===== src/rtl/core/edi_pkg.sv =====
package edi_pkg;

  // Default coordinate width and the fixed result widths.
  localparam int unsigned COORD_BITS_DEF = 30;
  localparam int unsigned DIST2_W        = 61;
  localparam int unsigned DIST_W         = 31;

  typedef enum logic [2:0] {
    ST_IDLE,
    ST_SQ_X,
    ST_SQ_Y,
    ST_SUM,
    ST_ROOT,
    ST_WB
  } state_e;

endpackage


===== src/rtl/core/edi_if.sv =====
interface edi_in_if #(
  parameter int unsigned CoordBits = edi_pkg::COORD_BITS_DEF
);
  logic                        valid;
  logic                        ready;
  logic signed [CoordBits-1:0] point_a_x;
  logic signed [CoordBits-1:0] point_a_y;
  logic signed [CoordBits-1:0] point_b_x;
  logic signed [CoordBits-1:0] point_b_y;

  modport source (
    output valid, point_a_x, point_a_y, point_b_x, point_b_y,
    input  ready
  );
  modport sink (
    input  valid, point_a_x, point_a_y, point_b_x, point_b_y,
    output ready
  );
endinterface

interface edi_out_if;
  logic                          valid;
  logic                          ready;
  logic [edi_pkg::DIST2_W-1:0]   distance_squared;
  logic [edi_pkg::DIST_W-1:0]    distance;

  modport source (
    output valid, distance_squared, distance,
    input  ready
  );
  modport sink (
    input  valid, distance_squared, distance,
    output ready
  );
endinterface


===== src/rtl/core/euclidean_distance_isqrt_top.sv =====
// One item at a time: an accepted item runs through SQ_X, SQ_Y, SUM, ROOT and WB, and
// the next is taken once WB, free to load, fills the output register; the restoring root settles one
// bit per cycle in a shared compare/subtract unit, after two passes through one
// shared squaring multiplier. The output register holds a result while the next
// item is taken. Reset (rst_ni low, asynchronous) empties the block; no state kept.
module euclidean_distance_isqrt_top #(
  parameter int unsigned COORD_BITS = edi_pkg::COORD_BITS_DEF
) (
  input  logic        clk_i,
  input  logic        rst_ni,
  edi_in_if.sink      in_i,
  edi_out_if.source   out_o
);

  localparam int unsigned SqW   = 2 * COORD_BITS;
  localparam int unsigned D2W   = 2 * COORD_BITS + 1;
  localparam int unsigned RootW = COORD_BITS + 1;
  localparam int unsigned OutW2 = edi_pkg::DIST2_W;
  localparam int unsigned OutW  = edi_pkg::DIST_W;

  edi_pkg::state_e state_q, state_d;

  logic [COORD_BITS-1:0] mag_x_q, mag_y_q;
  logic [SqW-1:0]        sq_q;
  logic [D2W-1:0]        rem_q, root_q, bit_q, d2_q;
  logic [D2W-1:0]        dist2_q;
  logic [RootW-1:0]      dist_q;
  logic                  out_valid_q;

  // Sequencer outputs
  logic in_ready, ld_mag, ld_sq_x, ld_sq_y, ld_sum, step_root, ld_out;
  logic out_free;

  // Magnitudes of the coordinate differences
  logic signed [COORD_BITS:0] diff_x, diff_y;
  logic        [COORD_BITS:0] neg_x, neg_y;
  logic [COORD_BITS-1:0]      abs_x, abs_y;

  // Shared squaring multiplier
  logic [COORD_BITS-1:0] mul_op;
  logic [SqW-1:0]        mul_p;

  // Shared compare/subtract of the root
  logic [D2W-1:0] trial, rem_sub;
  logic           take;

  assign out_free = !out_valid_q || out_o.ready;

  always_comb begin
    diff_x = (COORD_BITS+1)'(in_i.point_a_x) - (COORD_BITS+1)'(in_i.point_b_x);
    diff_y = (COORD_BITS+1)'(in_i.point_a_y) - (COORD_BITS+1)'(in_i.point_b_y);
    neg_x  = -diff_x;
    neg_y  = -diff_y;
    abs_x  = diff_x[COORD_BITS] ? neg_x[COORD_BITS-1:0] : diff_x[COORD_BITS-1:0];
    abs_y  = diff_y[COORD_BITS] ? neg_y[COORD_BITS-1:0] : diff_y[COORD_BITS-1:0];
  end

  always_comb begin
    mul_op = (state_q == edi_pkg::ST_SQ_X) ? mag_x_q : mag_y_q;
    mul_p  = SqW'(mul_op) * SqW'(mul_op);
  end

  always_comb begin
    trial   = root_q | bit_q;
    take    = rem_q >= trial;
    rem_sub = rem_q - trial;
  end

  // Next state
  always_comb begin
    state_d = state_q;
    case (state_q)
      edi_pkg::ST_IDLE: begin
        if (in_i.valid) state_d = edi_pkg::ST_SQ_X;
      end
      edi_pkg::ST_SQ_X: state_d = edi_pkg::ST_SQ_Y;
      edi_pkg::ST_SQ_Y: state_d = edi_pkg::ST_SUM;
      edi_pkg::ST_SUM:  state_d = edi_pkg::ST_ROOT;
      edi_pkg::ST_ROOT: begin
        if (bit_q[0]) state_d = edi_pkg::ST_WB;
      end
      edi_pkg::ST_WB: begin
        if (out_free) state_d = edi_pkg::ST_IDLE;
      end
      default: state_d = edi_pkg::ST_IDLE;
    endcase
  end

  // Sequencer outputs
  always_comb begin
    in_ready  = 1'b0;
    ld_mag    = 1'b0;
    ld_sq_x   = 1'b0;
    ld_sq_y   = 1'b0;
    ld_sum    = 1'b0;
    step_root = 1'b0;
    ld_out    = 1'b0;
    case (state_q)
      edi_pkg::ST_IDLE: begin
        in_ready = 1'b1;
        ld_mag   = in_i.valid;
      end
      edi_pkg::ST_SQ_X: ld_sq_x   = 1'b1;
      edi_pkg::ST_SQ_Y: ld_sq_y   = 1'b1;
      edi_pkg::ST_SUM:  ld_sum    = 1'b1;
      edi_pkg::ST_ROOT: step_root = 1'b1;
      edi_pkg::ST_WB:   ld_out    = out_free;
      default: ;
    endcase
  end

  always_ff @(posedge clk_i or negedge rst_ni) begin
    if (!rst_ni) begin
      state_q     <= edi_pkg::ST_IDLE;
      out_valid_q <= 1'b0;
    end else begin
      state_q <= state_d;
      if (ld_out) begin
        out_valid_q <= 1'b1;
      end else if (out_o.ready) begin
        out_valid_q <= 1'b0;
      end
    end
  end

  always_ff @(posedge clk_i) begin
    if (ld_mag) begin
      mag_x_q <= abs_x;
      mag_y_q <= abs_y;
    end
    if (ld_sq_x || ld_sq_y) begin
      sq_q <= mul_p;
    end
    if (ld_sq_y) begin
      rem_q <= D2W'(sq_q);
    end
    if (ld_sum) begin
      // Start at the top even bit: leading steps on a small value leave it untouched.
      rem_q  <= rem_q + D2W'(sq_q);
      d2_q   <= rem_q + D2W'(sq_q);
      root_q <= '0;
      bit_q  <= D2W'(1) << (D2W - 1);
    end
    if (step_root) begin
      if (take) begin
        rem_q  <= rem_sub;
        root_q <= (root_q >> 1) | bit_q;
      end else begin
        root_q <= root_q >> 1;
      end
      bit_q <= bit_q >> 2;
    end
    if (ld_out) begin
      dist2_q <= d2_q;
      dist_q  <= root_q[RootW-1:0];
    end
  end

  assign in_i.ready             = in_ready;
  assign out_o.valid            = out_valid_q;
  assign out_o.distance_squared = OutW2'(dist2_q);
  assign out_o.distance         = OutW'(dist_q);

  // The trial bit walks down as a single set bit.
  assert property (@(posedge clk_i) disable iff (!rst_ni)
    (state_q == edi_pkg::ST_ROOT) |-> $onehot(bit_q))
    else $error("root trial bit is not one-hot");

  // A fresh result is the floor root of its squared distance.
  assert property (@(posedge clk_i) disable iff (!rst_ni)
    ld_out |=> (64'(out_o.distance) * 64'(out_o.distance)
                <= 64'(out_o.distance_squared)) &&
               ((64'(out_o.distance) + 64'd1) * (64'(out_o.distance) + 64'd1)
                > 64'(out_o.distance_squared)))
    else $error("distance is not the floor root of distance_squared");

  // No new item is taken while one is in flight.
  assert property (@(posedge clk_i) disable iff (!rst_ni)
    (in_i.valid && in_ready) |=> !in_i.ready)
    else $error("input taken while an item is in flight");

endmodule


===== src/flat_wrapper.sv =====
// flat-port wrapper written by rule: the top's interface ports become plain ports
module euclidean_distance_isqrt_top_flat 
#(
  parameter int unsigned COORD_BITS = edi_pkg::COORD_BITS_DEF
)
  (clk_i, rst_ni, in_i_valid, in_i_point_a_x, in_i_point_a_y, in_i_point_b_x, in_i_point_b_y, in_i_ready, out_o_valid, out_o_distance_squared, out_o_distance, out_o_ready);
  edi_in_if #(.CoordBits((edi_pkg::COORD_BITS_DEF))) in_i_i ();
  edi_out_if out_o_i ();
  input  logic clk_i;
  input  logic rst_ni;
  input wire logic [$bits(in_i_i.valid)-1:0] in_i_valid;
  input wire logic [$bits(in_i_i.point_a_x)-1:0] in_i_point_a_x;
  input wire logic [$bits(in_i_i.point_a_y)-1:0] in_i_point_a_y;
  input wire logic [$bits(in_i_i.point_b_x)-1:0] in_i_point_b_x;
  input wire logic [$bits(in_i_i.point_b_y)-1:0] in_i_point_b_y;
  output wire logic [$bits(in_i_i.ready)-1:0] in_i_ready;
  output wire logic [$bits(out_o_i.valid)-1:0] out_o_valid;
  output wire logic [$bits(out_o_i.distance_squared)-1:0] out_o_distance_squared;
  output wire logic [$bits(out_o_i.distance)-1:0] out_o_distance;
  input wire logic [$bits(out_o_i.ready)-1:0] out_o_ready;
  assign in_i_i.valid = in_i_valid;
  assign in_i_i.point_a_x = in_i_point_a_x;
  assign in_i_i.point_a_y = in_i_point_a_y;
  assign in_i_i.point_b_x = in_i_point_b_x;
  assign in_i_i.point_b_y = in_i_point_b_y;
  assign in_i_ready = in_i_i.ready;
  assign out_o_valid = out_o_i.valid;
  assign out_o_distance_squared = out_o_i.distance_squared;
  assign out_o_distance = out_o_i.distance;
  assign out_o_i.ready = out_o_ready;
  euclidean_distance_isqrt_top #(.COORD_BITS(COORD_BITS)) u_core (.clk_i(clk_i), .rst_ni(rst_ni), .in_i(in_i_i), .out_o(out_o_i));
endmodule

===== config.mk =====
export PLATFORM = sky130hd
export DESIGN_NAME = euclidean_distance_isqrt_top_flat
export DESIGN_NICKNAME = d
export VERILOG_FILES = /design/src/rtl/core/edi_pkg.sv /design/src/rtl/core/edi_if.sv /design/src/rtl/core/euclidean_distance_isqrt_top.sv /design/src/flat_wrapper.sv
export SDC_FILE = /design/constraint.sdc
export NUM_CORES = 2
export LEC_CHECK = 0
export ABC_CLOCK_PERIOD_IN_PS = 14300
export BUFFER_PORTS_ARGS = -buffer_cell sky130_fd_sc_hd__buf_4
export CORE_AREA = 2 2 245 488
export CTS_CLUSTER_DIAMETER = 80
export DETAILED_ROUTE_END_ITERATION = 6
export DIE_AREA = 0 0 247 490
export SLEW_MARGIN = 30
export SYNTH_ARGS = -nofsm -noshare
export SYNTH_HDL_FRONTEND = slang
export SYNTH_SLANG_ARGS = --single-unit

===== constraint.sdc =====
create_clock -name clk_i -period 14.3 [get_ports clk_i]
set_clock_uncertainty 0.05 [all_clocks]
set_input_delay 2.86 -clock clk_i [delete_from_list [all_inputs] [get_ports clk_i]]
set_output_delay 2.86 -clock clk_i [all_outputs]
set_load 0.02 [all_outputs]

After elaboration in Yosys (flattened, before gate mapping)
Cells that the tools add are included.
W data, S select, Z words.

storage, ports and cells
  bits in registers = 430
  latch bits = 0
  memory bits (writable) = 0
  bits in read-only memories = 0
  bits of input ports = 124
  output and inout bits = 94
  word-level logic and storage cells = 62
  memories kept = 0

operators by class
  add/subtract/negate cells = 6
  multiply operators = 1
  divide/modulo/power cells = 0
  order comparisons = 1
  eq/ne operators = 8
  shifts and indexed selects = 0
  mux-type cells = 25
  bitwise operators = 2
  reduce and logical (&&, ||, !) cells = 7

operator list
  cell                  count
  $mux W61              7
  $mux W59              2
  $mux W30              3
  $sub A30 B30 Y31      2
  $add A61 B60 Y61      1
  $ge A61 B61 Y1        1
  $or A60 B61 Y61       1
  $or A61 B61 Y61       1
  $sub A61 B61 Y61      1
  $mul A30 B30 Y60      1
  $neg A30 Y30          2
  $pmux W3 S6           1
  $mux W1               9
  $mux W3               3
  $eq A3 B2 Y1 const B  2
  $eq A3 B3 Y1 const B  2
  $ne A2 B1 Y1 const B  2
  $reduce_bool A2 Y1    2
  $eq A3 B1 Y1 const B  1
  $logic_not A3 Y1      1
  $reduce_and A3 Y1     1
  $logic_or A1 B1 Y1    2
  $ne A2 B2 Y1 const B  1
  $logic_not A1 Y1      1

Logic depth before layout (Yosys ltp)
  depth in word-level cells = 6
  gate-level depth with buffers = 37
  depth with buffers taken out = 31

Worst setup path after synthesis
No wires, ideal clock.

  kind = reg-to-reg
  start = reg u_core.state_q[1]
  end = reg u_core.sq_q[52] (data pin)
  library setup time = 0.261 ns
  data arrival time = 9.293 ns
  data required time = 13.989 ns
  setup slack = 4.697 ns
  cell stages (with the launch flop) = 36
  buffers on the path = 5
  period minus slack after synthesis = 9.603 ns
  cell sequence = dfrtp_1 clkbuf_1 nor3b_1 clkbuf_1 clkbuf_1 mux2_2 inv_1 buf_1 nor2_1 fa_1 fa_1 fa_1 inv_1 fa_1 inv_1 fa_1 inv_1 fa_1 inv_1 fa_1 inv_1 fa_1 inv_1 ha_1 and4_1 nand3_1 o31ai_1 a211oi_1 a21oi_1 a41oi_1 o21ai_1 a2111oi_0 or3_1 clkbuf_1 or3_1 o311a_1

between the ends
  longest elaborated chain between the ends = 3

ends and longest elaborated chain
  what                    line                                 text
  from (decl)             euclidean_distance_isqrt_top.sv:21   edi_pkg::state_e state_q, state_d;
  from (signal assigned)  euclidean_distance_isqrt_top.sv:114  state_q <= edi_pkg::ST_IDLE;
  from (signal assigned)  euclidean_distance_isqrt_top.sv:117  state_q <= state_d;
  $eq A3 B1 Y1            euclidean_distance_isqrt_top.sv:59   mul_op = (state_q == edi_pkg::ST_SQ_X) ? mag_x_q : mag_y_q;
  $mux W30                euclidean_distance_isqrt_top.sv:59
  $mul A30 B30 Y60        euclidean_distance_isqrt_top.sv:60   mul_p = SqW'(mul_op) * SqW'(mul_op);
  net u_core.mul_p[52]    euclidean_distance_isqrt_top.sv:41   logic [SqW-1:0] mul_p;
  to (signal assigned)    euclidean_distance_isqrt_top.sv:132  sq_q <= mul_p;
  to (decl)               euclidean_distance_isqrt_top.sv:24   logic [SqW-1:0] sq_q;

The timed path passes the listed nets, and every way through them passes these cells.
A chain may end at the register's enable or synchronous reset.

Final worst setup path
  start = reg u_core.state_q[0]
  end = reg u_core.sq_q[58] (data pin)

Same word-level chain as after synthesis.

==> run_results.csv <==
group,metric,value,unit
final_layout,drive_gt1_frac,0.0713,
worst_setup_path,crit_type,"register to register",
clock_tree,clkSinkCount,429,
routing,wire_per_inst,21.0,um
clock_tree,post-cts-setup-buffers,0,
routing,dr_wl_met2,82300,um
global_routing,grt_max_degree,72,
worst_setup_path,critical-path-top-delay-family,"adder cells",
logic_synthesis,synth_top_cell_area_share,0.267,
logic_synthesis,synth_common_cells,"1050 x inv_1, 698 x fa_1, 472 x nand2_1, 438 x nor2_1, 434 x ha_1",
run,cap_violations,0,
timing,finalCriticalPeriod,11410,ps
logic_synthesis,yosys_warnings,0,
worst_setup_path,r2r_cells,31,
floorplanning,placeableCoreArea,117000,um^2
min_path,min_path_cells,0,
final_layout,regArea,12200,um^2
logic_synthesis,avgSynthCellArea,9.47,um^2
place,place_congestion,0.943,
place,io_buffers,217,
outcome,status,"finished, final reports clean",
timing,hold_violations,0,
worst_setup_path,reg2reg_from,"u_core.state_q[0]$_DFFE_PN0P_",
timing,drv_slew,0,
final_layout,final_core_util,0.485,
worst_setup_path,cp.arrival,11700,ps
logic_synthesis,ys_types,93,
clock_tree,clk_latency,620,ps
final_layout,multi_input_area,35400,um^2
routing,wl_met1,50900,um
timing,fmax,0.0876,GHz
floorplanning,die_y,490,um
clock_tree,numCtsBuffers,40,
final_layout,area_delta_synth_final,8.89,%
worst_setup_path,start_kind,"register",
global_routing,grt_pass1_vias,42288,
worst_setup_path,path_buf_inv,8,
routing,postRouteAntennaNets,0,
floorplanning,start_util,0.446,
routing,top_layer_used,"met4",
floorplanning,ios,218,
place,post-place-ws,2880,ps
routing,first_pass_iters,7,
global_routing,overflow,0,
floorplanning,fp.dieW,247,um
logic_synthesis,ys_seq_area_frac,0.234,
min_path,hold_path.class,"register to register",
worst_setup_path,crit_path_max_incr_delay,770,ps
floorplanning,rows,178,
worst_setup_path,rrSetupSlack,2890,ps
timing,setup_tns,0,ps
timing,relSlewSlack,0.325,
routing,drc,0,
worst_setup_path,reg2reg_to,"u_core.sq_q[58]$_DFFE_PN_",
routing,route.met3.wl,5060,um
global_routing,grt_pass1_wl,233000,um
min_path,min_to,"u_core.out_o.distance_squared[57]$_DFFE_PP_",
timing,rsz0062_at_grt,"no",
routing,drt_iter0_drc,1850,
logic_synthesis,synth.net_count,6780,
place,dp_hpwl,126000,um
worst_setup_path,slowest_stage,"o41ai_1",
routing,num_vias,39195,
logic_synthesis,synthesis.area,52300,um^2
global_routing,grt_usage,0.252,
worst_setup_path,cp_max_fo,44,
timing,finalCritPeriodShare,0.798,
clock_tree,hold_buffers,0,
logic_synthesis,synth_cells,5524,
clock_tree,cts_tree,"yes",
clock_tree,clk_pin_slew,70,ps
logic_synthesis,ys_seq_elements,429,
worst_setup_path,crit_required,14590,ps
logic_synthesis,synthFlopType,"edfxtp_1",
timing,fin_ws,2890,ps
floorplanning,die_area,121000,um^2
clock_tree,htree_levels,2,
final_layout,nNetsFinal,6888,
global_routing,antenna_found_initial,1,
logic_synthesis,synth.largest_area_cell,"fa_1",
logic_synthesis,synth_area_leaders,"fa_1 27%, edfxtp_1 21%, ha_1 10%, inv_1 7.5%, nand2_1 3.4%",
min_path,min-delay-start,"u_core.d2_q[57]$_DFFE_PP_",
clock_tree,cts.repair.resized,0,
clock_tree,cts-root-buf,"clkbuf_16",
timing,worstMarginPinSlew,1010,ps
clock_tree,clockBufferDepth,3,
timing,finalSetupViolations,0,
final_layout,fillers,11167,
logic_synthesis,yosysMostFrequentCell,"inv_1",
worst_setup_path,cp-end-kind,"register",
routing,via_per_inst,5.45,
logic_synthesis,synth-edff-count,363,
worst_setup_path,crit_top_cell,"fa_1",
routing,routed_wl,151000,um
logic_synthesis,async_reset_ff_frac,0.00932,
==> final cells by class <==
type	count	area share
Timing Repair Buffer	268	0.0353
Sequential cell	429	0.215
Clock inverter	27	0.00582
Tap cell	1530	0.0336
Inverter	1060	0.0699
Clock buffer	47	0.0187
Antenna cell	1	0.0000439
Multi-Input combinational cell	3833	0.622
==> through the flow <==
step,hold WS [ps],cell area [um^2],std cells
after floorplan,350,52300,5524
after global placement,352,55600,7120
after detailed placement,355,55600,7120
after CTS,363,57000,7194
after global routing,372,57000,7195
final,366,57000,7195
==> worst max-delay path by stage <==
stage / startpoint / slack [ps] / cells past startpoint / endpoint
6_report: u_core.state_q[0]$_DFFE_PN0P_ / 2890 / 31 / u_core.sq_q[58]$_DFFE_PN_
5_1_grt: u_core.state_q[0]$_DFFE_PN0P_ / 2470 / 31 / u_core.sq_q[58]$_DFFE_PN_
4_1_cts: u_core.state_q[0]$_DFFE_PN0P_ / 2840 / 31 / u_core.sq_q[58]$_DFFE_PN_
3_5_place_dp: u_core.state_q[0]$_DFFE_PN0P_ / 2880 / 31 / u_core.sq_q[58]$_DFFE_PN_
3_3_place_gp: u_core.state_q[0]$_DFFE_PN0P_ / 2940 / 31 / u_core.sq_q[58]$_DFFE_PN_
2_1_floorplan: u_core.state_q[1]$_DFFE_PN0P_ / 4700 / 35 / u_core.sq_q[52]$_DFFE_PN_
==> per-layer routing <==
metal / GRT usage / vias to the layer above
li1: - / 18386
met1: 0.248 / 19157
met2: 0.484 / 1160
met3: 0.0211 / 492
met4: 0.179 / 0
met5: 0 / -
==> cell usage in the layout (no fill, tap or decap), types with 62 or more instances in the layout <==
cell | synthesis | routed
dfxtp_1 | 62 | 62
a21oi_1 | 270 | 270
o21ai_0 | 183 | 183
xnor2_1 | 169 | 169
inv_1 | 1050 | 1049
ha_1 | 434 | 434
and3_1 | 85 | 85
nor2_1 | 438 | 435
nand2_1 | 472 | 471
fa_1 | 698 | 698
edfxtp_1 | 363 | 363
xor2_1 | 116 | 116
a21o_1 | 155 | 155
buf_4 | 0 | 268
==> registers in the layout (all words and copies together) (netlist names) <==
name                           flops
u_core.sq_q                       59
u_core.state_q                     3
u_core.out_o.valid                 1
u_core.out_o.distance             31
u_core.mag_y_q                    30
u_core.d2_q                       61
u_core.mag_x_q                    30
u_core.root_q                     61
u_core.bit_q                      31
u_core.rem_q                      61
u_core.out_o.distance_squared     61
==> logic make-up (layout without fill, tap and decap cells) <==
logic type                 after synthesis  after routing  synth area share
other                                    0              1                 0
DFF                                    429            429             0.234
AOI/OAI and AO/OA                      998            998             0.124
adders and majority gates             1132           1132             0.371
muxes                                   91             91            0.0181
and+or+nand+nor                       1327           1327             0.115
buffers and inverters                 1262           1402            0.0907
xor gates and xnor gates               285            285            0.0477
Power is not shown: default switching activity piles up to over one toggle a cycle in this logic, so the estimate is an artifact.
